==> config.mk <==
export PLATFORM = sky130hd
export DESIGN_NAME = mdu_front
export DESIGN_NICKNAME = d
export VERILOG_FILES = /design/src/mdu_pkg.sv /design/src/mdu_front.sv
export SDC_FILE = /design/constraint.sdc
export NUM_CORES = 2
export LEC_CHECK = 0
export ABC_AREA = 1
export BUFFER_PORTS_ARGS = -buffer_cell sky130_fd_sc_hd__buf_2
export CORE_MARGIN = 5
export CORE_UTILIZATION = 55
export CTS_CLUSTER_DIAMETER = 200
export DETAILED_ROUTE_END_ITERATION = 10
export PLACE_DENSITY = 0.68
export SLEW_MARGIN = 0
export SYNTH_ARGS = -nofsm -noshare
export SYNTH_HDL_FRONTEND = slang
export SYNTH_SLANG_ARGS = --single-unit
==> constraint.sdc <==
create_clock -name i_clk -period 19.3 [get_ports i_clk]
set_input_delay 0.965 -clock i_clk [delete_from_list [all_inputs] [get_ports i_clk]]
set_output_delay 0.965 -clock i_clk [all_outputs]
set_load 0.02 [all_outputs]
==> src/mdu_pkg.sv <==
// Shared types and constants for the Minkowski distance unit.
package mdu_pkg;

    localparam int SUM_WIDTH  = 64;
    localparam int MAG_WIDTH  = 16;
    localparam int ROOT_WIDTH = 32;
    localparam int BIT_WIDTH  = 5;

    typedef logic [2:0]           t_order;
    typedef logic [SUM_WIDTH-1:0] t_sum;

    localparam t_order ORD_MANHATTAN = 3'd1;
    localparam t_order ORD_EUCLID    = 3'd2;
    localparam t_order ORD_CUBIC     = 3'd3;
    localparam t_order ORD_QUARTIC   = 3'd4;
    localparam t_order ORD_RESET     = ORD_EUCLID;

    localparam logic [BIT_WIDTH-1:0] ROOT_TOP_SQUARE  = 5'd31;
    localparam logic [BIT_WIDTH-1:0] ROOT_TOP_CUBE    = 5'd21;
    localparam logic [BIT_WIDTH-1:0] ROOT_TOP_QUARTIC = 5'd15;

    typedef struct packed {
        t_sum   sum;
        logic   sat;
        t_order ord;
    } t_job;

    typedef enum logic [2:0] {
        ST_IDLE,
        ST_SQUARE,
        ST_RAISE,
        ST_TEST,
        ST_DONE
    } t_root_state;

    typedef struct packed {
        logic pop;
        logic square;
        logic raise;
        logic test;
        logic load_out;
    } t_root_ctl;

    function automatic logic [BIT_WIDTH-1:0] root_top(t_order ord);
        logic [BIT_WIDTH-1:0] top;
        case (ord)
            ORD_CUBIC:   top = ROOT_TOP_CUBE;
            ORD_QUARTIC: top = ROOT_TOP_QUARTIC;
            default:     top = ROOT_TOP_SQUARE;
        endcase
        return top;
    endfunction

endpackage

==> src/mdu_front.sv <==
// Front end: pair intake, power pipeline and saturating power sum.
module mdu_front #(
    parameter int ELEMENT_WIDTH = 16,
    parameter int MAX_ORDER     = 4
) (
    input  logic                  i_clk,
    input  logic                  i_rst_n,
    input  logic                  i_power_order_we,
    input  logic [2:0]            i_power_order,
    input  logic                  i_valid,
    output logic                  o_stall,
    input  logic [15:0]           i_first_element,
    input  logic [15:0]           i_second_element,
    input  logic                  i_last_pair,
    input  logic                  i_full,
    output logic                  o_push,
    output mdu_pkg::t_job         o_job
);

    localparam int DIFF_WIDTH = 17;

    mdu_pkg::t_order                  r_power_order;
    mdu_pkg::t_order                  eff_order;

    logic signed [DIFF_WIDTH-1:0]     a_ext;
    logic signed [DIFF_WIDTH-1:0]     b_ext;
    logic signed [DIFF_WIDTH-1:0]     diff;
    logic        [DIFF_WIDTH-1:0]     mag_full;
    logic                             advance;
    logic                             accept;

    logic                             r_a_v;
    logic [mdu_pkg::MAG_WIDTH-1:0]    r_a_mag;
    mdu_pkg::t_order                  r_a_ord;
    logic                             r_a_last;

    logic                             r_b_v;
    logic [mdu_pkg::MAG_WIDTH-1:0]    r_b_mag;
    logic [2*mdu_pkg::MAG_WIDTH-1:0]  r_b_sq;
    mdu_pkg::t_order                  r_b_ord;
    logic                             r_b_last;

    logic                             r_c_v;
    mdu_pkg::t_sum                    r_c_term;
    mdu_pkg::t_order                  r_c_ord;
    logic                             r_c_last;

    mdu_pkg::t_sum                    r_sum;
    logic                             r_sat;
    mdu_pkg::t_sum                    n_sum;
    logic                             n_sat;

    logic [2*mdu_pkg::MAG_WIDTH-1:0]  mag_sq;
    logic [3*mdu_pkg::MAG_WIDTH-1:0]  mag_cube;
    mdu_pkg::t_sum                    mag_quartic;
    mdu_pkg::t_sum                    term;
    logic [mdu_pkg::SUM_WIDTH:0]      sum_wide;

    always_ff @(posedge i_clk) begin
        if (!i_rst_n) begin
            r_power_order <= mdu_pkg::ORD_RESET;
        end else if (i_power_order_we) begin
            r_power_order <= i_power_order;
        end
    end

    always_comb begin
        if (r_power_order < mdu_pkg::ORD_MANHATTAN) begin
            eff_order = mdu_pkg::ORD_MANHATTAN;
        end else if (r_power_order > 3'(MAX_ORDER)) begin
            eff_order = 3'(MAX_ORDER);
        end else begin
            eff_order = r_power_order;
        end
    end

    assign a_ext    = DIFF_WIDTH'(signed'(i_first_element[ELEMENT_WIDTH-1:0]));
    assign b_ext    = DIFF_WIDTH'(signed'(i_second_element[ELEMENT_WIDTH-1:0]));
    assign diff     = a_ext - b_ext;
    assign mag_full = diff[DIFF_WIDTH-1] ? DIFF_WIDTH'(-diff) : DIFF_WIDTH'(diff);

    // hold the whole pipe while a finished sum cannot enter the queue
    assign advance = !(r_c_v && r_c_last && i_full);
    assign o_stall = !advance;
    assign accept  = i_valid && advance;

    assign mag_sq      = r_a_mag * r_a_mag;
    assign mag_cube    = r_b_sq * r_b_mag;
    assign mag_quartic = r_b_sq * r_b_sq;

    always_comb begin
        case (r_b_ord)
            mdu_pkg::ORD_MANHATTAN: term = mdu_pkg::SUM_WIDTH'(r_b_mag);
            mdu_pkg::ORD_EUCLID:    term = mdu_pkg::SUM_WIDTH'(r_b_sq);
            mdu_pkg::ORD_CUBIC:     term = mdu_pkg::SUM_WIDTH'(mag_cube);
            default:                term = mag_quartic;
        endcase
    end

    assign sum_wide = {1'b0, r_sum} + {1'b0, r_c_term};

    always_comb begin
        if (sum_wide[mdu_pkg::SUM_WIDTH]) begin
            n_sum = '1;
            n_sat = 1'b1;
        end else begin
            n_sum = sum_wide[mdu_pkg::SUM_WIDTH-1:0];
            n_sat = r_sat;
        end
    end

    always_ff @(posedge i_clk) begin
        if (!i_rst_n) begin
            r_a_v <= 1'b0;
            r_b_v <= 1'b0;
            r_c_v <= 1'b0;
            r_sum <= '0;
            r_sat <= 1'b0;
        end else if (advance) begin
            r_a_v <= accept;
            r_b_v <= r_a_v;
            r_c_v <= r_b_v;
            if (r_c_v) begin
                if (r_c_last) begin
                    r_sum <= '0;
                    r_sat <= 1'b0;
                end else begin
                    r_sum <= n_sum;
                    r_sat <= n_sat;
                end
            end
        end
    end

    always_ff @(posedge i_clk) begin
        if (advance) begin
            r_a_mag  <= mag_full[mdu_pkg::MAG_WIDTH-1:0];
            r_a_ord  <= eff_order;
            r_a_last <= i_last_pair;
            r_b_mag  <= r_a_mag;
            r_b_sq   <= mag_sq;
            r_b_ord  <= r_a_ord;
            r_b_last <= r_a_last;
            r_c_term <= term;
            r_c_ord  <= r_b_ord;
            r_c_last <= r_b_last;
        end
    end

    assign o_push    = advance && r_c_v && r_c_last;
    assign o_job.sum = n_sum;
    assign o_job.sat = n_sat;
    assign o_job.ord = r_c_ord;

`ifndef ASSERT_OFF
    a_sat_sticks_at_max: assert property (@(posedge i_clk) disable iff (!i_rst_n)
        r_sat |-> (r_sum == '1))
        else $error("saturation flag set with sum below full scale");
`endif

endmodule

# == After elaboration in Yosys (flattened, before gate mapping) ==
# Index checks and enable logic that the tools add are counted.
# totals
output_inout_bits,70
reg_bits,211
# classes
multipliers,3
eq_ne,3
muxes,7
bitwise,1
n_lt_le_gt_ge,2
n_addsub,3
n_reduce_logical,8
# op_table
operator,count
one-hot mux 64 bit (3 select lines),1
two-way mux 64 bit,2
adder 64 x 64 -> 65 bit,1
multiplier 32 x 32 -> 64 bit,1
multiplier 32 x 16 -> 48 bit,1
multiplier 16 x 16 -> 32 bit,1
subtractor 16 x 16 -> 17 bit,1
two-way mux 16 bit,1
negation 16 bit,1
equality test 3 x 2 -> 1 bit (second input constant),2
logical AND 1 bit,5
equality test 3 x 1 -> 1 bit (second input constant),1
greater-than comparator 3 bit (second input constant),1
less-than comparator 3 x 1 -> 1 bit (second input constant),1
two-way mux 3 bit,1
two-way mux 1 bit,2
AND reduction 2 bit,1
OR reduction 2 bit,1
logical NOT 1 bit,1
NOT 1 bit,1

# == Depth between registers and ports, before layout ==
# depth
depth_word,5
ltp_mapped,33
mapped_depth_nobuf,31

# == Worst setup path before layout ==
# Ideal clock, no wire load.
# synth_timing
kind,in2out
from,input i_full
to,output o_push
stages,5
path_slack_ps,12269
arrival_ps,6066
path_buffers,0
required_ps,18335
cell_sequence,nand3_1 inv_1 nor2_1 nand2_1 inv_1
# synth_via
elab_chain_cells,4
# synth_rtl
element,line,source
"start, declared",mdu_front.sv:15,"input logic i_full,"
logical AND 1 bit,mdu_front.sv:83,assign advance = !(r_c_v && r_c_last && i_full);
named net o_stall,mdu_front.sv:11,"output logic o_stall,"
logical NOT 1 bit,mdu_front.sv:83,
logical AND 1 bit (2 in a row),mdu_front.sv:150,assign o_push = advance && r_c_v && r_c_last;
"end, declared",mdu_front.sv:16,"output logic o_push,"
# The timed path passes the listed nets, and every way through them passes these cells.

# == Final worst setup path ==
# layout_timing
from,register r_b_sq[16] (netlist bit)
to,register r_c_term[53] (data pin)
# layout_via
elab_chain_cells,2
# layout_rtl
element,line,source
"start, declared",mdu_front.sv:39,logic [2*mdu_pkg::MAG_WIDTH-1:0] r_b_sq;
"start signal, assigned",mdu_front.sv:141,r_b_sq <= mag_sq;
multiplier 32 x 32 -> 64 bit,mdu_front.sv:89,assign mag_quartic = r_b_sq * r_b_sq;
one-hot mux 64 bit (3 select lines),mdu_front.sv:92,case (r_b_ord)
named net term[53],mdu_front.sv:56,mdu_pkg::t_sum term;
"end signal, assigned",mdu_front.sv:144,r_c_term <= term;
"end, declared",mdu_front.sv:44,mdu_pkg::t_sum r_c_term;
# The timed path passes the listed nets, and every way through them passes these cells.
# A chain may end at the register's enable or synchronous reset.

==> flow_metrics.py <==
metrics = {
    "run_status": {
        "status": "complete, no violations",
    },
    "layout": {
        "drive_above_1_share_pct": 3.617,
        "post-route-util_pct": 57.96,
        "fin_cells": 10650,
        "final-seq-area_sq_mm": 0.005565,
        "multi_input_area_sq_mm": 0.05220,
        "final_common_cell": "inv_1",
        "syn_to_final_growth_pct": 4.560,
        "final_nets": 10990,
        "layout_common_cells": "2,625 x inv_1, 2,363 x nand2_1, 1,337 x fa_1",
        "fill_cells": 11670,
    },
    "hold_path": {
        "worstHoldStart": "r_a_last",
        "min_path_type": "register to register",
        "min_delay_path_depth": 0,
        "whs_endpoint": "r_b_last",
    },
    "timing": {
        "rsz0062_at_grt": "false",
        "fmax_mhz": 119.9,
        "setup_viol": 0,
        "min_period_ps": 8342,
        "worst_slew_pin_slew_ps": 1075,
        "slew_viol_final": 0,
        "clock_skew_ps": 31.59,
        "fin_crit_sh_pct": 43.22,
        "finalHoldViolCount": 0,
        "final.setup.tns_ps": 0,
        "relSlewSlack_pct": 28.32,
    },
    "routing": {
        "drcViolationCount": 0,
        "wl_microns": 211300,
        "wire_per_inst_microns": 19.84,
        "vias": 56340,
        "initialDrtViolationCount": 4578,
        "viasPerCell": 5.289,
        "dr.pass1.iters": 6,
        "detail-route-antenna-nets": 0,
    },
    "setup_path": {
        "reg2reg_from": "r_b_sq[16]",
        "critPathLaunchType": "register",
        "reg2reg_depth": 26,
        "r2r-end": "r_c_term[53]",
        "critPathKind": "register to register",
        "critPathMaxFanout": 36,
        "worstPathRequired_ps": 19670,
        "worstSetupEndpointType": "register",
        "r2r_slack_ps": 10960,
        "worstPathArrival_ps": 8710,
    },
    "cts": {
        "cts_sinks": 209,
        "cts_made_buffers": 27,
        "path_clk_slew_ps": 60,
        "cts_resized": 0,
        "cts_htree_levels": 1,
        "clock_latency_ps": 620,
        "hold_buffers": 0,
        "max-clock-path-buffers": 3,
        "root_buffer": "clkbuf_16",
        "cts_tree": "done",
        "post-cts-setup-buffer-count": 0,
    },
    "floorplan": {
        "start_util_pct": 55.43,
        "rows": 129,
        "dieHeight_microns": 363.2,
        "core_area_sq_mm": 0.1238,
        "ios": 111,
        "die_area_sq_mm": 0.1319,
        "fp.dieW_microns": 363.2,
    },
    "grt": {
        "gr-total-overflow": 0,
        "grt_antenna_before_repair": 3,
        "grt_usage_pct": 32.60,
        "grt_pass1_vias": 59300,
        "grt_max_degree": 72,
        "grt_pass1_wl_microns": 333000,
    },
    "flow_run": {
        "maxCapViolCount": 0,
    },
    "synthesis": {
        "syn_area_sq_mm": 0.06862,
        "async_reset_ff_share_pct": 0,
        "synth-warning-count": 0,
        "avgSynthCellArea_sq_um": 7.591,
        "synth_edf_count": 138,
        "ys_ff_latch": 209,
        "ys.flop_type": "edfxtp_1",
        "synth_seq_area_share_pct": 8.111,
        "synthDistinctLibCells": 52,
        "synthCells": 9040,
    },
    "placement": {
        "dp_hpwl_microns": 172000,
        "gp_congestion": 1.020,
        "dp_cells": 10600,
        "port_buffers": 110,
    },
}
-- how the worst max path moves through the flow --
stage | to | depth (start not counted) | startpoint
floorplan | o_push | 5 | i_full
global placement | r_c_term[40] | 25 | r_b_sq[17]
detailed placement | r_c_term[40] | 25 | r_b_sq[17]
CTS | r_c_term[40] | 25 | r_b_sq[17]
global route | r_c_term[40] | 25 | r_b_sq[17]
finish | r_c_term[53] | 26 | r_b_sq[16]
-- final cells by class --
type,count,share of cell area (%)
Antenna cell,2,0.006976
Clock buffer,31,1.006
Clock inverter,19,0.3994
Inverter,2640,13.81
Multi-Input combinational cell,5944,72.76
Sequential cell,209,7.757
Tap cell,1637,2.855
Timing Repair Buffer,171,1.406
-- state kept, by name (all words and copies together), names as in the netlist --
signal         count
r_b_v              1
r_a_mag           16
r_a_v              1
r_b_last           1
r_c_v              1
r_a_ord            3
r_c_ord            3
r_a_last           1
r_b_sq            30
r_c_last           1
r_b_ord            3
r_sat              1
r_b_mag           16
r_power_order      3
r_c_term          64
r_sum             64
-- critical path: stages (launching register included) --
cell      delay (ps)
edfxtp_1         690
buf_4            630
inv_1            380
fa_1             610
inv_1             60
fa_1             500
inv_1             50
fa_1             480
fa_1             520
inv_1             50
fa_1             450
fa_1             450
fa_1             520
inv_1             50
fa_1             530
inv_1             60
ha_1             460
nand2_1          140
nor2_1           110
inv_1             90
nor2_1           110
inv_1            110
o21ai_0          550
nand2_1           80
and2_1           180
a21oi_1          140
nor2_1            60
-- per-layer routing --
layer,global-route usage [%],part of all wire [%]
met4,10.04,3.8
met1,43.44,41
met2,55.16,47
met3,5.310,7.9
met5,0,0
-- metrics by stage --
stage	setup slack, ps	hold slack, ps	instance area, sq um
finish	10960	419.1	71750
global route	10620	431.2	71740
CTS	11070	419.9	71740
detailed placement	11080	406.1	70730
global placement	11020	402.7	70730
floorplan	12270	400.3	68720
-- cell usage after synthesis (3+ instances only) --
| cell type | count | area [sq um] |
|---|---|---|
| a21boi_0 | 6 | 45.04 |
| nand3_2 | 17 | 170.2 |
| dfxtp_1 | 71 | 1421 |
| or2_2 | 11 | 68.82 |
| o21a_1 | 19 | 142.6 |
| nand4_1 | 48 | 300.3 |
| nand2_1 | 2363 | 8870 |
| o21bai_1 | 19 | 142.6 |
| nand2_2 | 32 | 200.2 |
| nor4_1 | 17 | 106.4 |
| a31oi_1 | 15 | 93.84 |
| xor2_1 | 90 | 788.3 |
| o211ai_1 | 7 | 52.55 |
| inv_1 | 2626 | 9857 |
| nand3b_1 | 28 | 210.2 |
| buf_1 | 107 | 401.6 |
| ha_1 | 617 | 7720 |
| nor2_1 | 421 | 1580 |
| nor2_2 | 4 | 25.02 |
| nor3_1 | 44 | 220.2 |
| o21ai_0 | 163 | 815.8 |
| and2_1 | 7 | 43.79 |
| a21o_1 | 23 | 172.7 |
| a21oi_2 | 13 | 113.9 |
| fa_1 | 1337 | 26770 |
| clkbuf_1 | 156 | 585.6 |
| buf_2 | 3 | 15.01 |
| buf_6 | 5 | 56.30 |
| nand3_1 | 202 | 1011 |
| o2111ai_1 | 9 | 78.83 |
| a21oi_1 | 324 | 1622 |
| and3_1 | 9 | 56.30 |
| o21ai_1 | 3 | 15.01 |
| xnor2_1 | 46 | 402.9 |
| nand2_4 | 9 | 101.4 |
| edfxtp_1 | 138 | 4144 |
| inv_2 | 12 | 45.04 |
-- kinds of logic (layout without fill, tap and decap cells) --
| group | Yosys count | after routing | share of synthesized area, % |
|---|---|---|---|
| other cells | 2 | 31 | 0.01094 |
| buf+inv | 2914 | 2861 | 16.03 |
| flops | 209 | 209 | 8.111 |
| fa+ha+maj | 1954 | 1954 | 50.26 |
| simple gates | 3216 | 3216 | 18.96 |
| compound gates | 609 | 609 | 4.900 |
| xor+xnor | 136 | 136 | 1.736 |
Power is left out: the tool's default activity adds up to more than one toggle a clock period on the data nets, which glitch-free logic cannot reach.
