## src/mdu_pkg.sv

```systemverilog
// Shared types and constants for the Minkowski distance unit.
package mdu_pkg;

    localparam int SUM_WIDTH  = 64;
    localparam int MAG_WIDTH  = 16;
    localparam int ROOT_WIDTH = 32;
    localparam int BIT_WIDTH  = 5;

    typedef logic [2:0]           t_order;
    typedef logic [SUM_WIDTH-1:0] t_sum;

    localparam t_order ORD_MANHATTAN = 3'd1;
    localparam t_order ORD_EUCLID    = 3'd2;
    localparam t_order ORD_CUBIC     = 3'd3;
    localparam t_order ORD_QUARTIC   = 3'd4;
    localparam t_order ORD_RESET     = ORD_EUCLID;

    localparam logic [BIT_WIDTH-1:0] ROOT_TOP_SQUARE  = 5'd31;
    localparam logic [BIT_WIDTH-1:0] ROOT_TOP_CUBE    = 5'd21;
    localparam logic [BIT_WIDTH-1:0] ROOT_TOP_QUARTIC = 5'd15;

    typedef struct packed {
        t_sum   sum;
        logic   sat;
        t_order ord;
    } t_job;

    typedef enum logic [2:0] {
        ST_IDLE,
        ST_SQUARE,
        ST_RAISE,
        ST_TEST,
        ST_DONE
    } t_root_state;

    typedef struct packed {
        logic pop;
        logic square;
        logic raise;
        logic test;
        logic load_out;
    } t_root_ctl;

    function automatic logic [BIT_WIDTH-1:0] root_top(t_order ord);
        logic [BIT_WIDTH-1:0] top;
        case (ord)
            ORD_CUBIC:   top = ROOT_TOP_CUBE;
            ORD_QUARTIC: top = ROOT_TOP_QUARTIC;
            default:     top = ROOT_TOP_SQUARE;
        endcase
        return top;
    endfunction

endpackage

```

## src/mdu_queue.sv

```systemverilog
// Two-entry queue of finished power sums between front and root engine.
module mdu_queue (
    input  logic          i_clk,
    input  logic          i_rst_n,
    input  logic          i_push,
    input  mdu_pkg::t_job i_job,
    output logic          o_full,
    output logic          o_valid,
    input  logic          i_pop,
    output mdu_pkg::t_job o_job
);

    localparam int DEPTH = 2;
    localparam int PTR_W = $clog2(DEPTH);

    mdu_pkg::t_job      r_entry [DEPTH];
    logic [PTR_W-1:0]   r_wr_ptr;
    logic [PTR_W-1:0]   r_rd_ptr;
    logic [PTR_W:0]     r_count;

    always_ff @(posedge i_clk) begin
        if (!i_rst_n) begin
            r_wr_ptr <= '0;
            r_rd_ptr <= '0;
            r_count  <= '0;
        end else begin
            if (i_push) begin
                r_wr_ptr <= r_wr_ptr + 1'b1;
            end
            if (i_pop) begin
                r_rd_ptr <= r_rd_ptr + 1'b1;
            end
            case ({i_push, i_pop})
                2'b10:   r_count <= r_count + 1'b1;
                2'b01:   r_count <= r_count - 1'b1;
                default: r_count <= r_count;
            endcase
        end
    end

    always_ff @(posedge i_clk) begin
        if (i_push) begin
            r_entry[r_wr_ptr] <= i_job;
        end
    end

    assign o_full  = (r_count == (PTR_W+1)'(DEPTH));
    assign o_valid = (r_count != '0);
    assign o_job   = r_entry[r_rd_ptr];

`ifndef ASSERT_OFF
    a_no_overrun: assert property (@(posedge i_clk) disable iff (!i_rst_n)
        o_full |=> !(r_count == '0) && !(r_count > (PTR_W+1)'(DEPTH)))
        else $error("queue count left its range");
`endif

endmodule

```

## config.mk

```make
export PLATFORM = sky130hd
export DESIGN_NAME = mdu_queue
export DESIGN_NICKNAME = d
export VERILOG_FILES = /design/src/mdu_pkg.sv /design/src/mdu_queue.sv
export SDC_FILE = /design/constraint.sdc
export NUM_CORES = 1
export LEC_CHECK = 0
export ABC_AREA = 1
export BUFFER_PORTS_ARGS = -buffer_cell sky130_fd_sc_hd__buf_2
export CORE_MARGIN = 2
export CORE_UTILIZATION = 52
export CTS_CLUSTER_SIZE = 30
export DETAILED_ROUTE_END_ITERATION = 8
export GPL_TIMING_DRIVEN = 0
export PLACE_DENSITY = 0.79
export SYNTH_ARGS = -nofsm -noshare
export SYNTH_HDL_FRONTEND = slang
export SYNTH_SLANG_ARGS = --single-unit
```

## constraint.sdc

```tcl
create_clock -name i_clk -period 4.83 [get_ports i_clk]
set_input_delay 0.966 -clock i_clk [delete_from_list [all_inputs] [get_ports i_clk]]
set_output_delay 0.966 -clock i_clk [all_outputs]
set_load 0.005 [all_outputs]
```

# Word level (Yosys, flattened, before mapping)
# Memory sizes are Yosys's and may differ from the RTL's. A register that Yosys moved wholly into a read port is not among the register bits.
# Cells that the tools add are included.
dict set report totals {
  ff_bits 4
  ramBits 136
  in_bits 72
  output_inout_bits 70
  elab_cells 18
  n_memories 1
}
# memory words width read_ports rd_clocked_by_memory_dff write_ports line_no
set memory_table {}
lappend memory_table {r_entry 2 68 1 1 1 mdu_queue.sv:16} ;# mdu_pkg::t_job r_entry [DEPTH];
dict set report classes {
  n_addsub 4
  eq_ne 3
  muxes 5
  reduce_logical 2
}
# op count
set op_table {}
lappend op_table {{2-bit == test, second input constant} 2}
lappend op_table {{1-bit two-way mux} 4}
lappend op_table {{2-bit one-hot mux with 2 select lines} 1}
lappend op_table {{2-bit nonzero test} 2}
lappend op_table {{1-bit adder, second input constant} 2}
lappend op_table {{2-bit by 1-bit adder with 2-bit output, second input constant} 1}
lappend op_table {{2-bit by 1-bit == test with 1-bit output, second input constant} 1}
lappend op_table {{2-bit by 1-bit subtractor with 2-bit output, second input constant} 1}

# Longest topological paths before layout
# Gate-level depths: netlist of the first run.
dict set report depth {
  word_depth 3
  mapped_depth 7
  ltp_nobuf 7
}

# Worst setup path after synthesis of the first run
# No wires, ideal clock.
dict set report synth_timing {
  path_kind {input to register}
  from {input port i_push}
  to {memory r_entry[0][0] (netlist name), enable pin}
  setup_time_ns 0.496
  arrival_time_ns 3.876
  t_required_ns 4.334
  path_slack_ns 0.458
  path_stages 2
  path_buffers 0
  cell_sequence {inv_1 > nor2_1}
}
dict set report synth_via {
  elab_chain_len 2
}
# element line_no
set synth_rtl {}
lappend synth_rtl {{start, declared} mdu_queue.sv:5} ;# input logic i_push,
lappend synth_rtl {{1-bit two-way mux} mdu_queue.sv:42} ;# if (i_push) begin
lappend synth_rtl {{1-bit two-way mux (not written as such)} mdu_queue.sv:43} ;# r_entry[r_wr_ptr] <= i_job;
lappend synth_rtl {{end, declared} mdu_queue.sv:16}
# Every way passes these cells.

==> summary.md, run 1 <==
| Metric | Value |
|---|---|
| Post-CTS resize count | 0 |
| Static Leak | 0.002672 µW |
| Worst hold path depth | 2 |
| Final ANT Viol Nets | 0 |
| Simple-Gate Fraction of Synth Area | 0.01557 |
| Final setup fails | 0 |
| Die area | 0.01086 mm² |
| Cts bufs inserted | 17 |
| Proportion of synthesized area in mux cells | 0.1610 |
| Most frequent cells in the layout | 145 x buf_2, 136 x edfxtp_1, 48 x mux2_2 |
| Post-synthesis adder-cell area fraction | 0.002395 |
| Largest net degree at the start of global routing | 69 |
| Area of placed instances | 0.006153 mm² |
| FF-to-FF setup slack | 3.24 ns |
| Hold_sp | r_rd_ptr |
| Post-CTS Hold Fix Bufs | 0 |
| Normalized max-slew margin | 0.4098 |
| Hold WC Path Type | flip-flop to flip-flop |
| CTS Sinks | 141 |
| Required @ worst endpoint | 3.86 ns |
| Final-stage net count | 482 |
| Seq/Total Area, Yosys | 0.8010 |
| Die width | 104.2 µm |
| Pwr Density | 449.9 mW/mm² |
| Mapped Cells | 247 |
| Pre-CTS setup slack | 2.445 ns |
| Worst R2R Path Depth | 2 |
| Clock Tree Root | clkbuf_8 |
| Worst setup SP type | flip-flop |
| Status | completed |
| # fillers | 666 |
| #FFs+latches synth | 141 |
| CTS tree | built |
| # IOs | 142 |
| Layout cells sized above 1 | 0.5877 |
| Area delta synth->final | 30.06% |
| FF-to-FF End | r_entry[1][51] |
| Synthesized area per cell | 21.15 µm² |
| Number of buffers added on ports | 141 |
| Synth Area in Compound Gates | 0.001916 |
| Slew @ Worst Pin | 0.8853 ns |
| Max-capacitance violation count | 0 |
| DR vias | 2,710 |
| Post-CTS setup buffers | 0 |
| Inserted Diodes | 0 |
| Routability cong. | 0.7227 |
| Fin. max-slew vios | 0 |
| Cell Rows | 36 |
| Main combinational cell family by area after synthesis | multiplexers |
| Crit path max fanout | 10 |
| Final Hold Vio Count | 0 |
| Setup TNS | 0 ns |
| Kind of critical path | flip-flop to primary output |
| Unrepaired setup endpoints after global routing | false |
| Via-to-Cell Ratio | 4.883 |
| Final instance area | 0.006794 mm² |
| Synthesized area | 0.005224 mm² |
| Register Area | 0.004184 mm² |
| RR Startpoint | r_wr_ptr |
| Detail Placement HPWL | 5619 µm |
| Final wirelength | 8672 µm |
| Final setup margin | 2.141 ns |
| Most common library cell in the layout ignoring fill and taps | buf_2 |
| Syn. warnings | 0 |
| Routed len/inst | 15.63 µm |
| DR pass1 iterations | 4 |
| GRT Total Usage | 0.1708 |
| Global route total overflow | 0 |
| Initial Util | 0.5344 |
| Vias in the first global route | 2,866 |
| Clock Path Buffers | 2 |
| Worst Setup End Kind | primary output |
| Core Area | 0.009774 mm² |
| Antenna violations before repair | 0 |
| Clock skew | 0.006032 ns |
| Area of the multi-input gates | 952.2 µm² |
| Largest vdd supply drop | 252.1 µV |
| Die Y | 104.2 µm |
| Syn Nets | 320 |
| Period utilisation layout | 0.5568 |
| Residual DRC count | 0 |
| F_max | 371.8 MHz |
| XOR/XNOR Fraction of Synth Area | 0 |
| Skew-Pair Late Insertion Delay | 0.51 ns |
| Starting DRC count in detailed routing | 170 |
| Count of cell types in the netlist | 14 |
| Crit path arrival time | 1.72 ns |
| CTS HTree Levels | 4 |
| Clock-pin transition on the worst setup and hold timing paths | 0.06 ns |
| Fin crit period | 2.689 ns |
| Global-route wire length before repair | 13,830 µm |
## cells in the mapped netlist
| master | n | area (µm²) |
|---|---|---|
| nand4_1 | 1 | 6.260 |
| buf_6 | 2 | 22.52 |
| edfxtp_1 | 136 | 4084 |
| mux2_4 | 20 | 300.3 |
| dfxtp_1 | 5 | 100.1 |
| ha_1 | 1 | 12.51 |
| o21ai_0 | 1 | 5.000 |
| a21oi_1 | 1 | 5.000 |
| nor2_1 | 11 | 41.29 |
| mux2_2 | 48 | 540.5 |
| inv_1 | 6 | 22.52 |
| buf_8 | 2 | 30.03 |
| nand2_1 | 9 | 33.78 |
| buf_2 | 4 | 20.02 |
## registers in the layout, summed over array words and instances (netlist names), named ones only
signal    cells
r_count       2
r_entry     136
r_rd_ptr      1
r_wr_ptr      1
## metrics by stage
step	hold WS, ns	cells	utilization	total power, µW
floorplan	0.4635	247	-	1586
global placement	0.4766	521	0.6237	1692
detailed placement	0.4847	523	0.6295	1702
CTS	0.5031	555	0.6951	3080
global route	0.5430	555	0.6951	3145
finish	0.5014	555	0.6951	3056
## cell families (layout without fill, tap and decap cells)
group,after synthesis,in the layout
AND/OR/NAND/NOR,21,21
AO/OA/AOI/OAI,2,2
adder cells (fa/ha/maj),1,1
flip-flops,141,141
buffers and inverters,14,189
multiplexers,68,68
## critical path, stage by stage (launching register included)
cell,delay (ns)
dfxtp_1,0.32
buf_6,0.11
buf_6,0.16
buf_8,0.18
mux2_4,0.32
buf_2,0.13
## where the power goes
group | internal [µW] | switching, µW
combinational | 130 | 113
clock | 934 | 448
sequential | 1420 | 16.0
## area by class of cell
class                      count  area share
clock inverter                14     0.03278
inverter                       6    0.003683
sequential                   141      0.6158
multi-input combinational     92      0.1401
tap                          133     0.02449
timing repair buffer         143      0.1109
buffer                         8     0.01068
clock buffer                  18     0.06151
## routing by layer
metal	track usage	vias up	routed length [µm]
li1	-	1291	-
met1	0.1979	1297	3439
met2	0.2838	110	4402
met3	0.05827	12	684
met4	0.08687	0	145
met5	0	-	0
## worst max-delay path by stage
stage	startpoint	cells past startpoint	endpoint	slack, ns
after CTS	flip-flop	5	o_job[38]	2.10
after floorplan	i_push	2	r_entry[0][0]	0.46
after detailed placement	i_push	4	r_entry[0][45]	2.45
final	flip-flop	5	o_job[38]	2.14
after global routing	flip-flop	5	o_job[38]	2.07
after global placement	i_push	3	r_entry[0][45]	-1.18
No activity file was read; power rests on OpenSTA's default activity.
==> inputs of run 2 (changes only) <==
clock period = 2.75 ns   (was 4.83 ns; I/O delays follow)
==> run 2 against run 1 <==
Net effect:
- combinational power rose by 76%
- register-to-register slack got worse by 2.1 ns
- via count barely moved
- total power rose by 63%
- flip-flop and latch count did not move
- final area fell by 1.7%
==> summary.md, run 2 (same netlist as run 1, synthesis figures left out) <==
| Metric | Value |
|---|---|
| Status | completed |
| Kind of critical path | flip-flop to primary output |
| Logic pwr share | 0.086 |
| CTS tree | built |
| Hold WC Path Type | input pin to flip-flop |
| Worst Setup End Kind | primary output |
| Vias in the first global route | 2,870 |
| Crit path buf inv count | 4 |
| Regs by FF count | r_entry x136, r_count x2 |
| Int Power | 3981 µW |
| DR pass1 iterations | 4 |
| Most common library cell in the layout ignoring fill and taps | buf_2 |
| Worst hold path depth | 1 |
| Power Total | 4972 µW |
| Skew-Pair Late Insertion Delay | 0.50 ns |
| Worst R2R Path Depth | 2 |
| Clock-pin transition on the worst setup and hold timing paths | 0.06 ns |
| Max reg flops | 136 |
| Post-CTS setup buffers | 0 |
| Unrepaired setup endpoints after global routing | false |
| Inserted Diodes | 0 |
| Post-CTS Hold Fix Bufs | 0 |
| Pre-CTS setup slack | 0.7830 ns |
| Final wirelength | 8752 µm |
| Final Hold Vio Count | 0 |
| Detail Placement HPWL | 5819 µm |
| Hold_sp | i_job[18] |
| Register name with the most flops | r_entry |
| Global route total overflow | 0 |
| Static Leak | 0.002612 µW |
| Area delta synth->final | 27.88% |
| Sequential share of power | 0.506 |
| Largest vdd supply drop | 406.1 µV |
| Largest net degree at the start of global routing | 69 |
| Clock Tree Root | clkbuf_8 |
| CTS HTree Levels | 4 |
| RR Startpoint | r_wr_ptr |
| Number of buffers added on ports | 141 |
| Post-CTS resize count | 0 |
| Die Y | 104.2 µm |
| Crit-path cells | buf_6, buf_6, buf_8, mux2_4, buf_2 |
| Slew @ Worst Pin | 0.8594 ns |
| Clock skew | 0.003051 ns |
| Routability cong. | 0.6789 |
| Most frequent cells in the layout | 145 x buf_2, 136 x edfxtp_1, 48 x mux2_2 |
| Clock Path Buffers | 2 |
| Crit-path max cell delay | 0.32 ns |
| GRT Total Usage | 0.1691 |
| Crit path max fanout | 10 |
| Global-route wire length before repair | 13,870 µm |
| Initial Util | 0.5344 |
| Final setup margin | 0.4828 ns |
| CP max stage cell | dfxtp_1 |
| Fin crit period | 2.267 ns |
| CP dominant cell by count | buf_6 |
| Final setup fails | 0 |
| Required @ worst endpoint | 2.20 ns |
| Core Area | 0.009774 mm² |
| Routed len/inst | 15.83 µm |
| Crit path arrival time | 1.72 ns |
| Period utilisation layout | 0.8244 |
| Final-stage net count | 482 |
| Cell Rows | 36 |
| Fin. max-slew vios | 0 |
| Pwr Density | 744.2 mW/mm² |
| Worst setup SP type | flip-flop |
| Via-to-Cell Ratio | 4.899 |
| Cts bufs inserted | 17 |
| Final ANT Viol Nets | 0 |
| FF-to-FF setup slack | 1.18 ns |
| # IOs | 142 |
| Psw | 990.7 µW |
| CTS Sinks | 141 |
| FF-to-FF End | r_entry[0][37] |
| Sw Share | 0.1993 |
| Hold slack | 0.2339 ns |
| Hold EP | r_entry[0][18] |
| Normalized max-slew margin | 0.4271 |
| Die area | 0.01086 mm² |
| DR vias | 2,709 |
| F_max | 441.1 MHz |
| Antenna violations before repair | 0 |
| Clk pwr share | 0.408 |
| Residual DRC count | 0 |
| Largest delay contributor family on the critical path | buffers and inverters |
| Layout cells sized above 1 | 0.5833 |
| Starting DRC count in detailed routing | 81 |
| Die width | 104.2 µm |
| Max-capacitance violation count | 0 |
==> run 2: cell types whose count changed in the layout (fill, tap and decap cells not counted) <==
cell	before	now
clkinvlp_4	0	2
clkinv_1	4	2
clkinv_4	2	0
clkbuf_1	1	4
clkinv_2	2	3
bufinv_16	6	2
==> run 2: how the worst max path moves through the flow <==
stage / startpoint / to / slack [ns] / depth (start not counted)
5_1_grt: flip-flop / o_job[47] / 0.38 / 5
6_report: flip-flop / o_job[49] / 0.48 / 5
4_1_cts: flip-flop / o_job[49] / 0.44 / 5
3_3_place_gp: i_push / r_entry[1][52] / -0.41 / 3
2_1_floorplan: i_push / r_entry[1][0] / 0.39 / 2
3_5_place_dp: i_push / r_entry[0][26] / 0.78 / 4
==> run 2: routing by layer <==
metal / up-vias / share of wire / global-route usage
met5: - / 0 / 0
met4: 0 / 0.011 / 0.06081
met3: 10 / 0.077 / 0.07080
met2: 103 / 0.51 / 0.2881
met1: 1313 / 0.40 / 0.1915
li1: 1283 / - / -
==> run 2: power groups by stage <==
stage	Combinational (µW)	Clock, µW	Sequential, µW
after floorplan	230	0	2550
after global placement	409	0	2560
after detailed placement	434	0	2560
after CTS	436	2060	2520
after global routing	468	2160	2530
final	427	2030	2510
==> run 2: final cells by class <==
type	instances	area, µm²
inverter	6	25.02
tap	133	166.4
clock buffer	21	429.2
buffer	8	72.57
multi-input combinational	92	952.2
clock inverter	9	97.59
sequential	141	4184
timing repair buffer	143	753.2
fill	672	3094
==> run 2: stage by stage <==
| stage | cell area, µm² | util | TNS, ns | instances |
|---|---|---|---|---|
| after floorplan | 5231 | - | 0 | 247 |
| after global placement | 6103 | 0.6244 | -27.45 | 521 |
| after detailed placement | 6153 | 0.6295 | 0 | 523 |
| after CTS | 6680 | 0.6834 | 0 | 553 |
| after global routing | 6680 | 0.6834 | 0 | 553 |
| final | 6680 | 0.6834 | 0 | 553 |
